### config.mk
export PLATFORM = sky130hd
export DESIGN_NAME = lottery_scheduler
export DESIGN_NICKNAME = d
export VERILOG_FILES = /design/src/rtl/core/lsch_pkg.sv /design/src/rtl/core/lottery_scheduler.sv /design/src/rtl/core/lsch_ram.sv /design/src/rtl/core/lsch_mod.sv
export SDC_FILE = /design/constraint.sdc
export NUM_CORES = 2
export LEC_CHECK = 0
export BUFFER_PORTS_ARGS = -buffer_cell sky130_fd_sc_hd__buf_2
export CAP_MARGIN = 30
export CORE_MARGIN = 2
export CORE_UTILIZATION = 45
export CTS_BUF_LIST = sky130_fd_sc_hd__clkbuf_2 sky130_fd_sc_hd__clkbuf_4 sky130_fd_sc_hd__clkbuf_8
export DETAILED_ROUTE_END_ITERATION = 10
export GPL_ROUTABILITY_DRIVEN = 1
export PLACE_DENSITY = 0.66
export REMOVE_ABC_BUFFERS = 1
export SYNTH_ARGS = -nofsm -noshare
export SYNTH_HDL_FRONTEND = slang
export SYNTH_SLANG_ARGS = --single-unit
### constraint.sdc
create_clock -name clk -period 15.5 [get_ports clk]
set_input_delay 2.325 -clock clk [delete_from_list [all_inputs] [get_ports clk]]
set_output_delay 2.325 -clock clk [all_outputs]
set_load 0.05 [all_outputs]
### src/rtl/core/lsch_pkg.sv
// Shared types, widths and codes of the lottery scheduler.
package lsch_pkg;

	localparam int DEF_SLOTS = 64;

	localparam int CMD_W  = 2;
	localparam int SLOT_W = 6;
	localparam int TICK_W = 16;
	localparam int WIN_W  = 32;
	localparam int RND_W  = 32;
	localparam int STAT_W = 2;

	localparam int IN_DATA_W  = 56;
	localparam int IN_USER_W  = 2;
	localparam int OUT_DATA_W = 56;
	localparam int OUT_USER_W = 2;

	typedef enum logic [CMD_W-1:0] {
		CMD_SET_TICKETS = 2'd0,
		CMD_SET_FLAGS   = 2'd1,
		CMD_DRAW        = 2'd2,
		CMD_READ        = 2'd3
	} cmd_t;

	typedef enum logic [STAT_W-1:0] {
		STAT_OK     = 2'd0,
		STAT_REJECT = 2'd1,
		STAT_NONE   = 2'd2
	} stat_t;

	typedef enum logic [2:0] {
		S_CLEAR,
		S_IDLE,
		S_READ,
		S_DIV,
		S_WALK,
		S_DONE
	} state_t;

	// One slot entry as it is kept in the table memory.
	typedef struct packed {
		logic [WIN_W-1:0]  win;
		logic [TICK_W-1:0] tickets;
		logic              in_use;
		logic              runnable;
	} entry_t;

	localparam int ENTRY_W = $bits(entry_t);

	typedef struct packed {
		stat_t              status;
		logic [SLOT_W-1:0]  slot;
		logic [TICK_W-1:0]  tickets;
		logic               in_use;
		logic [WIN_W-1:0]   win;
	} res_t;

	// Status of the modulo unit as seen by the sequencer.
	typedef struct packed {
		logic busy;
		logic done;
	} div_stat_t;

endpackage

### src/rtl/core/lottery_scheduler.sv
// Top level of the lottery scheduler: command sequencer around the slot table memory.
//
//  Channel | Direction | tdata (low bit up)                               | tuser
//  s_*     | in        | slot, ticket_value, in_use_value, runnable_value, | cmd
//          |           | random_word                                      |
//  m_*     | out       | slot_out, tickets_out, in_use_out, win_count_out | status
//
// Every command gives one result transfer. Set tickets, set flags and read raise m_tvalid
// after the table read at the transfer edge, a read-modify-write step that forms the
// result, then the output register load. A draw runs 32 steps of the bit-serial modulo
// unit, then a walk that reads one table entry per cycle from slot 0 up to the winning
// slot. A draw with nothing runnable skips the modulo unit and the walk.
// After reset the table memory is cleared one entry per cycle; s_tready stays low during
// that pass. A stalled output holds the sequencer until the output register frees, but a
// new command is taken while the last result still waits.
module lottery_scheduler #(
	parameter int SLOTS = lsch_pkg::DEF_SLOTS
) (
	input  logic                             clk,
	input  logic                             arst_n,
	input  logic                             s_tvalid,
	output logic                             s_tready,
	// slot[5:0], ticket_value[21:6], in_use_value[22], runnable_value[23],
	// random_word[55:24]
	input  logic [lsch_pkg::IN_DATA_W-1:0]   s_tdata,
	// cmd[1:0]
	input  logic [lsch_pkg::IN_USER_W-1:0]   s_tuser,
	output logic                             m_tvalid,
	input  logic                             m_tready,
	// slot_out[5:0], tickets_out[21:6], in_use_out[22], win_count_out[54:23], zero[55]
	output logic [lsch_pkg::OUT_DATA_W-1:0]  m_tdata,
	// status[1:0]
	output logic [lsch_pkg::OUT_USER_W-1:0]  m_tuser
);
	import lsch_pkg::*;

	localparam int IDX_W = $clog2(SLOTS);
	// The sum of all tickets stays below SLOTS * 2^16.
	localparam int SUM_W = TICK_W + IDX_W;
	localparam logic [IDX_W-1:0] IDX_LAST = IDX_W'(SLOTS - 1);

	// Fields of the incoming transfer.
	logic [SLOT_W-1:0] in_slot;
	logic [TICK_W-1:0] in_tickets;
	logic              in_use_in;
	logic              in_run;
	logic [RND_W-1:0]  in_rnd;
	cmd_t              in_cmd;

	assign in_slot    = s_tdata[SLOT_W-1:0];
	assign in_tickets = s_tdata[SLOT_W+TICK_W-1:SLOT_W];
	assign in_use_in  = s_tdata[SLOT_W+TICK_W];
	assign in_run     = s_tdata[SLOT_W+TICK_W+1];
	assign in_rnd     = s_tdata[SLOT_W+TICK_W+2+RND_W-1:SLOT_W+TICK_W+2];
	assign in_cmd     = cmd_t'(s_tuser[CMD_W-1:0]);

	state_t state_q, state_nx;

	// Latched command.
	cmd_t              cmd_q;
	logic [SLOT_W-1:0] slot_q;
	logic [TICK_W-1:0] tv_q;
	logic              iu_q;
	logic              rv_q;
	logic              slot_ok;

	// Running state of the sequencer.
	logic [IDX_W-1:0] clr_addr_q;
	logic [IDX_W-1:0] walk_addr_q;
	logic [IDX_W-1:0] addr_s1;
	logic             rd_vld_s1;
	logic [SUM_W-1:0] sum_q, sum_nx;
	logic [SUM_W-1:0] run_q, run_nx;
	logic             hit;

	// Memory port.
	logic             ram_we;
	logic [IDX_W-1:0] ram_waddr;
	logic [IDX_W-1:0] ram_raddr;
	entry_t           ram_wdata;
	logic [ENTRY_W-1:0] ram_rdata;
	entry_t           ent_rd, ent_nx;
	logic [TICK_W-1:0] contrib_old;

	// Modulo unit.
	logic             div_start;
	logic [SUM_W-1:0] target;
	div_stat_t        div_stat;

	// Result staging and output register.
	res_t res_q, res_nx;
	res_t out_q;
	logic out_valid_q;
	logic out_load;

	assign slot_ok = (32'(slot_q) < 32'(SLOTS));

	lsch_ram #(
		.WIDTH(ENTRY_W),
		.DEPTH(SLOTS)
	) u_table (
		.clk  (clk),
		.we   (ram_we),
		.waddr(ram_waddr),
		.wdata(ram_wdata),
		.raddr(ram_raddr),
		.rdata(ram_rdata)
	);

	lsch_mod #(
		.SUM_W(SUM_W)
	) u_mod (
		.clk     (clk),
		.arst_n  (arst_n),
		.start   (div_start),
		.dividend(in_rnd),
		.divisor (sum_q),
		.rem     (target),
		.stat    (div_stat)
	);

	assign out_load = (state_q == S_DONE) && (!out_valid_q || m_tready);

	// Next state.
	always_comb begin
		state_nx = state_q;
		case (state_q)
			S_CLEAR: begin
				if (clr_addr_q == IDX_LAST) begin
					state_nx = S_IDLE;
				end
			end
			S_IDLE: begin
				if (s_tvalid) begin
					if (in_cmd == CMD_DRAW) begin
						state_nx = (sum_q == '0) ? S_DONE : S_DIV;
					end else begin
						state_nx = S_READ;
					end
				end
			end
			S_READ: state_nx = S_DONE;
			S_DIV: begin
				if (div_stat.done) begin
					state_nx = S_WALK;
				end
			end
			S_WALK: begin
				if (rd_vld_s1 && hit) begin
					state_nx = S_DONE;
				end
			end
			S_DONE: begin
				if (out_load) begin
					state_nx = S_IDLE;
				end
			end
			default: state_nx = S_IDLE;
		endcase
	end

	// Memory access, sum update and result formation per state.
	always_comb begin
		s_tready    = 1'b0;
		ram_we      = 1'b0;
		ram_waddr   = clr_addr_q;
		ram_wdata   = '0;
		ram_raddr   = walk_addr_q;
		div_start   = 1'b0;
		ent_rd      = entry_t'(ram_rdata);
		ent_nx      = ent_rd;
		sum_nx      = sum_q;
		res_nx      = res_q;
		contrib_old = ent_rd.runnable ? ent_rd.tickets : '0;
		run_nx      = run_q + SUM_W'(contrib_old);
		hit         = (run_nx > target);
		case (state_q)
			S_CLEAR: begin
				ram_we = 1'b1;
			end
			S_IDLE: begin
				s_tready  = 1'b1;
				ram_raddr = IDX_W'(in_slot);
				div_start = s_tvalid && (in_cmd == CMD_DRAW) && (sum_q != '0);
				// Answer for a draw with no runnable tickets.
				res_nx = '{status: STAT_NONE, slot: '0, tickets: '0, in_use: 1'b0, win: '0};
			end
			S_READ: begin
				case (cmd_q)
					CMD_SET_TICKETS: begin
						if (tv_q != '0) begin
							ent_nx.tickets = tv_q;
							if (ent_rd.runnable) begin
								sum_nx = sum_q - SUM_W'(ent_rd.tickets) + SUM_W'(tv_q);
							end
						end
					end
					CMD_SET_FLAGS: begin
						// A slot newly taken into use starts counting wins from zero.
						if (iu_q && !ent_rd.in_use) begin
							ent_nx.win = '0;
						end
						ent_nx.in_use   = iu_q;
						ent_nx.runnable = rv_q;
						sum_nx = sum_q - SUM_W'(contrib_old)
							+ SUM_W'(rv_q ? ent_rd.tickets : '0);
					end
					default: ;
				endcase
				if (!slot_ok) begin
					sum_nx = sum_q;
				end
				ram_we    = slot_ok && ((cmd_q == CMD_SET_TICKETS) || (cmd_q == CMD_SET_FLAGS));
				ram_waddr = IDX_W'(slot_q);
				ram_wdata = ent_nx;
				res_nx.status  = ((cmd_q == CMD_SET_TICKETS) && (tv_q == '0)) ? STAT_REJECT
					: STAT_OK;
				res_nx.slot    = slot_q;
				res_nx.tickets = slot_ok ? ent_nx.tickets : '0;
				res_nx.in_use  = slot_ok ? ent_nx.in_use : 1'b0;
				res_nx.win     = slot_ok ? ent_nx.win : '0;
			end
			S_WALK: begin
				if (rd_vld_s1 && hit) begin
					ent_nx.win = ent_rd.win + 1'b1;
					ram_we     = 1'b1;
					ram_waddr  = addr_s1;
					ram_wdata  = ent_nx;
					res_nx.status  = STAT_OK;
					res_nx.slot    = SLOT_W'(addr_s1);
					res_nx.tickets = ent_nx.tickets;
					res_nx.in_use  = ent_nx.in_use;
					res_nx.win     = ent_nx.win;
				end
			end
			default: ;
		endcase
	end

	// Control registers.
	always_ff @(posedge clk or negedge arst_n) begin
		if (!arst_n) begin
			state_q     <= S_CLEAR;
			clr_addr_q  <= '0;
			walk_addr_q <= '0;
			rd_vld_s1   <= 1'b0;
			sum_q       <= '0;
			out_valid_q <= 1'b0;
		end else begin
			state_q <= state_nx;
			if (state_q == S_CLEAR) begin
				clr_addr_q <= clr_addr_q + 1'b1;
			end
			if (state_q == S_READ) begin
				sum_q <= sum_nx;
			end
			if (state_q == S_DIV) begin
				walk_addr_q <= '0;
				rd_vld_s1   <= 1'b0;
			end
			if (state_q == S_WALK) begin
				rd_vld_s1   <= 1'b1;
				walk_addr_q <= (walk_addr_q == IDX_LAST) ? '0 : walk_addr_q + 1'b1;
			end
			if (out_load) begin
				out_valid_q <= 1'b1;
			end else if (m_tready) begin
				out_valid_q <= 1'b0;
			end
		end
	end

	// Payload registers.
	always_ff @(posedge clk) begin
		if ((state_q == S_IDLE) && s_tvalid) begin
			cmd_q  <= in_cmd;
			slot_q <= in_slot;
			tv_q   <= in_tickets;
			iu_q   <= in_use_in;
			rv_q   <= in_run;
			run_q  <= '0;
			res_q  <= res_nx;
		end
		if (state_q == S_READ) begin
			res_q <= res_nx;
		end
		if (state_q == S_WALK) begin
			addr_s1 <= walk_addr_q;
			if (rd_vld_s1) begin
				run_q <= run_nx;
				if (hit) begin
					res_q <= res_nx;
				end
			end
		end
		if (out_load) begin
			out_q <= res_q;
		end
	end

	assign m_tvalid = out_valid_q;
	assign m_tdata  = {1'b0, out_q.win, out_q.in_use, out_q.tickets, out_q.slot};
	assign m_tuser  = out_q.status;

endmodule

### src/rtl/core/lsch_ram.sv
// Generic single-clock RAM with one write port and one registered read port.
module lsch_ram #(
	parameter int WIDTH = 8,
	parameter int DEPTH = 16
) (
	input  logic                     clk,
	input  logic                     we,
	input  logic [$clog2(DEPTH)-1:0] waddr,
	input  logic [WIDTH-1:0]         wdata,
	input  logic [$clog2(DEPTH)-1:0] raddr,
	output logic [WIDTH-1:0]         rdata
);

	logic [WIDTH-1:0] mem [DEPTH];

	always_ff @(posedge clk) begin
		if (we) begin
			mem[waddr] <= wdata;
		end
		rdata <= mem[raddr];
	end

endmodule

### src/rtl/core/lsch_mod.sv
// Bit-serial restoring modulo unit: remainder of a 32-bit word by a ticket sum.
module lsch_mod #(
	parameter int SUM_W = 22
) (
	input  logic                      clk,
	input  logic                      arst_n,
	input  logic                      start,
	input  logic [lsch_pkg::RND_W-1:0] dividend,
	input  logic [SUM_W-1:0]          divisor,
	output logic [SUM_W-1:0]          rem,
	output lsch_pkg::div_stat_t       stat
);
	import lsch_pkg::*;

	localparam int CNT_W = $clog2(RND_W);
	localparam logic [CNT_W-1:0] CNT_LAST = CNT_W'(RND_W - 1);

	logic [CNT_W-1:0] cnt_q;
	logic             busy_q;
	logic             done_q;
	logic [SUM_W:0]   rem_q;
	logic [RND_W-1:0] dvd_q;
	logic [SUM_W-1:0] dvs_q;
	logic [SUM_W:0]   shifted;
	logic [SUM_W:0]   rem_nx;

	always_comb begin
		shifted = {rem_q[SUM_W-1:0], dvd_q[RND_W-1]};
		if (shifted >= {1'b0, dvs_q}) begin
			rem_nx = shifted - {1'b0, dvs_q};
		end else begin
			rem_nx = shifted;
		end
	end

	always_ff @(posedge clk or negedge arst_n) begin
		if (!arst_n) begin
			busy_q <= 1'b0;
			done_q <= 1'b0;
			cnt_q  <= '0;
		end else begin
			done_q <= 1'b0;
			if (start) begin
				busy_q <= 1'b1;
				cnt_q  <= '0;
			end else if (busy_q) begin
				cnt_q <= cnt_q + 1'b1;
				if (cnt_q == CNT_LAST) begin
					busy_q <= 1'b0;
					done_q <= 1'b1;
				end
			end
		end
	end

	always_ff @(posedge clk) begin
		if (start) begin
			rem_q <= '0;
			dvd_q <= dividend;
			dvs_q <= divisor;
		end else if (busy_q) begin
			rem_q <= rem_nx;
			dvd_q <= {dvd_q[RND_W-2:0], 1'b0};
		end
	end

	assign rem       = rem_q[SUM_W-1:0];
	assign stat.busy = busy_q;
	assign stat.done = done_q;

endmodule

==> flow_metrics.env <==
export IMPL_tns_ns=0
export IMPL_final_cell_mix="edfxtp_1 (3343), nand2_1 (928), mux4_2 (800)"
export IMPL_arrival_ns=10.02
export IMPL_num_rows=205
export IMPL_worst_setup_path_type="register to register"
export IMPL_grt_pass1_wl_mm=542
export IMPL_grt_pass1_vias=76595
export IMPL_end_kind="register"
export IMPL_setup_slack_ns=6.21
export IMPL_cts_root_buf="clkbuf_8"
export IMPL_fp_dieW_um=563
export IMPL_place_hpwl_mm=216
export IMPL_synthToLayoutAreaGrowth_pct=13.6
export IMPL_die_h_um=563
export IMPL_maxCapViolCount=0
export IMPL_totalPowerFinal_uw=30200
export IMPL_syn_area_um2=140000
export IMPL_numCtsBuffers=567
export IMPL_synth_edff_count=3343
export IMPL_vdd_ir_drop_max_mv=0.158
export IMPL_seqPwrFrac=0.387
export IMPL_finalSetupViolCount=0
export IMPL_cts_tree="done"
export IMPL_grt_ovfl_total=0
export IMPL_power_internal_uw=19700
export IMPL_coreArea_um2=311000
export IMPL_synth_main_ff_cell="edfxtp_1"
export IMPL_placed_cells=11640
export IMPL_grt_util_all_layers=0.237
export IMPL_status="completed"
export IMPL_start_kind="register"
export IMPL_ys_warn_count=0
export IMPL_postCtsHoldBufs=0
export IMPL_clock_skew_ns=0.101
export IMPL_syn_inst=7557
export IMPL_tightest_slew_ns=1.07
export IMPL_leakage_uw=0.0557
export IMPL_powerDensity_nw_per_um2=189
export IMPL_timing_fmax_ghz=0.108
export IMPL_power_frac_clock=0.271
export IMPL_drc=0
export IMPL_rsz0062_at_grt="no"
export IMPL_worstPathMaxFanout=34
export IMPL_dpl_worst_slack_ns=6.39
export IMPL_avgSynthCellArea_um2=18.6
export IMPL_vias=76153
export IMPL_cts_setup_buffers=0
export IMPL_min_path_type="register to register"
export IMPL_async_flop_share=0.0130
export IMPL_vias_per_cell=6.00
export IMPL_postRouteWirelength_mm=379
export IMPL_period_share=0.600
export IMPL_htree_levels=6
export IMPL_ctsResizeCount=0
export IMPL_multiInputGateArea_um2=34400
export IMPL_firstDrtPassIters=6
export IMPL_cts_sinks=3540
export IMPL_netSwitchingFraction=0.349
export IMPL_synth_cell_types=77
export IMPL_nets=8282
export IMPL_antenna_found_initial=18
export IMPL_ioPinCount=122
export IMPL_drt_antenna_violating_nets=0
export IMPL_grt_max_degree=123
export IMPL_die_area_um2=316000
export IMPL_insertion_delay_ns=1.20
export IMPL_stdcell_count=12694
export IMPL_cp_required_ns=16.23
export IMPL_io_buffers=120
export IMPL_nFillCells=24603
export IMPL_relSlewSlack=0.290
export IMPL_register_area_um2=105000
export IMPL_final_common_cell="edfxtp_1"
export IMPL_clkTransAtPathRegs_ns=0.06
export IMPL_period_needed_ns=9.29
export IMPL_ys_ff_latch=3540
export IMPL_wire_per_inst_um=29.9
export IMPL_place_congestion=0.875
export IMPL_dr_first_iter_drc_count=9274
export IMPL_switchingPower_uw=10500
export IMPL_pwr_share_comb=0.342
export IMPL_clockBufferDepth=4
export IMPL_initial_core_util=0.451
export IMPL_slew_viol_final=0
export IMPL_ys_seq_area_frac=0.745
export IMPL_drive_gt1_frac=0.259
export IMPL_hold_viol_final=0
-- registers in the layout, indices dropped and copies added, names as in the netlist --
register	flops
addr_s1	6
clr_addr_q	6
cmd_q	2
iu_q	1
m_tdata	55
m_tuser	2
m_tvalid	1
rd_vld_s1	1
res_q	57
run_q	22
rv_q	1
slot_q	6
state_q	3
sum_q	22
tv_q	16
u_mod.busy_q	1
u_mod.cnt_q	5
u_mod.done_q	1
u_mod.dvd_q	32
u_mod.dvs_q	22
u_mod.rem_q	22
u_table.mem	3200
u_table.rdata	50
walk_addr_q	6
-- metal layers --
layer	vias to the layer above	global-route usage	wire (µm)
met4	6	0.0771	12100
met1	40052	0.332	151000
met3	597	0.0447	35700
li1	31382	-	-
met5	-	0	33
met2	4116	0.375	180000
-- layout make-up --
cell class                      instances  share of cell area
Antenna cell                            8            0.000126
Clock buffer                          797              0.0612
Clock inverter                        240              0.0117
Inverter                              186             0.00438
Multi-Input combinational cell       3433               0.216
Sequential cell                      3540               0.656
Tap cell                             4140              0.0325
Timing Repair Buffer                  350              0.0185
-- through the flow --
stage	utilization	hold WS (ns)	cell area, µm²
floorplan	-	0.408	139000
global placement	0.473	0.415	147000
detailed placement	0.474	0.418	148000
CTS	0.512	0.426	159000
global route	0.512	0.438	159000
finish	0.512	0.420	159000
-- cell families after synthesis --
group,synth area share
muxes,0.131
DFF,0.745
adders and majority gates,0.0145
and+or+nand+nor,0.0473
buffers and inverters,0.0173
xor gates and xnor gates,0.00430
AOI/OAI and AO/OA,0.0412
other,0.0000267
-- cells in the mapped netlist, types with 12 or more instances --
cell	number	area [µm²]
nand4_1	28	175
o21ai_0	201	1010
clkbuf_1	228	856
or3_1	12	75.1
a22o_1	36	315
edfxtp_1	3343	100000
buf_1	44	165
dfrtp_1	46	1150
o22ai_1	50	313
fa_1	34	681
a21oi_1	101	505
o31ai_1	23	173
nand2b_1	22	138
a211oi_1	126	946
dfxtp_1	151	3020
xor2_1	25	219
inv_1	186	698
mux4_2	800	18000
ha_1	108	1350
a221o_1	56	561
nor2_1	175	657
nand2_1	930	3490
and2_1	123	769
and3_1	29	181
mux2i_1	29	290
buf_2	111	556
o21a_1	18	135
nor3_1	19	95.1
a21o_1	60	450
a31oi_1	120	751
nor2b_1	13	81.3
nand3_1	135	676
xnor2_1	44	385
-- power by group through the flow --
| stage | Combinational (µW) | Sequential (µW) | Clock, µW |
|---|---|---|---|
| finish | 10300 | 11700 | 8190 |
| global route | 11100 | 11700 | 8720 |
| CTS | 10400 | 11700 | 8320 |
| detailed placement | 10300 | 11900 | 0 |
| global placement | 10200 | 11800 | 0 |
| floorplan | 8430 | 11800 | 0 |
-- worst max-delay path: stages (launching register included) --
cell      delay [ns]
dfxtp_1         0.54
and2_1          0.28
ha_1            0.21
fa_1            0.44
a21o_1          0.20
a21oi_1         0.31
o21bai_1        0.15
a41o_1          0.30
o41ai_1         0.63
o21ai_1         0.28
and3_1          0.29
xor2_1          0.15
ha_1            0.31
nand4_1         0.11
or3b_1          0.45
a311o_1         0.40
a21oi_4         0.17
buf_4           0.44
a22oi_1         0.28
a221oi_1        0.41
nand2_1         0.65
nor2_4          0.99
buf_4           0.76
-- path summary, 6_finish.rpt --
path	startpoint	endpoint	slack, ns	cells after the start
setup / recovery	u_table.rdata[0]	u_table.mem[24][15]	6.21	22
max in group asynchronous	arst_n	u_mod.cnt_q[3]	13.64	2
setup reg to reg	u_table.rdata[0]	u_table.mem[24][15]	6.21	22
hold / removal	res_q[11]	m_tdata[34]	0.42	0
hold reg to reg	res_q[11]	m_tdata[34]	0.42	0
min in group asynchronous	arst_n	sum_q[4]	1.32	2
Power figures use the tool's default switching activity.
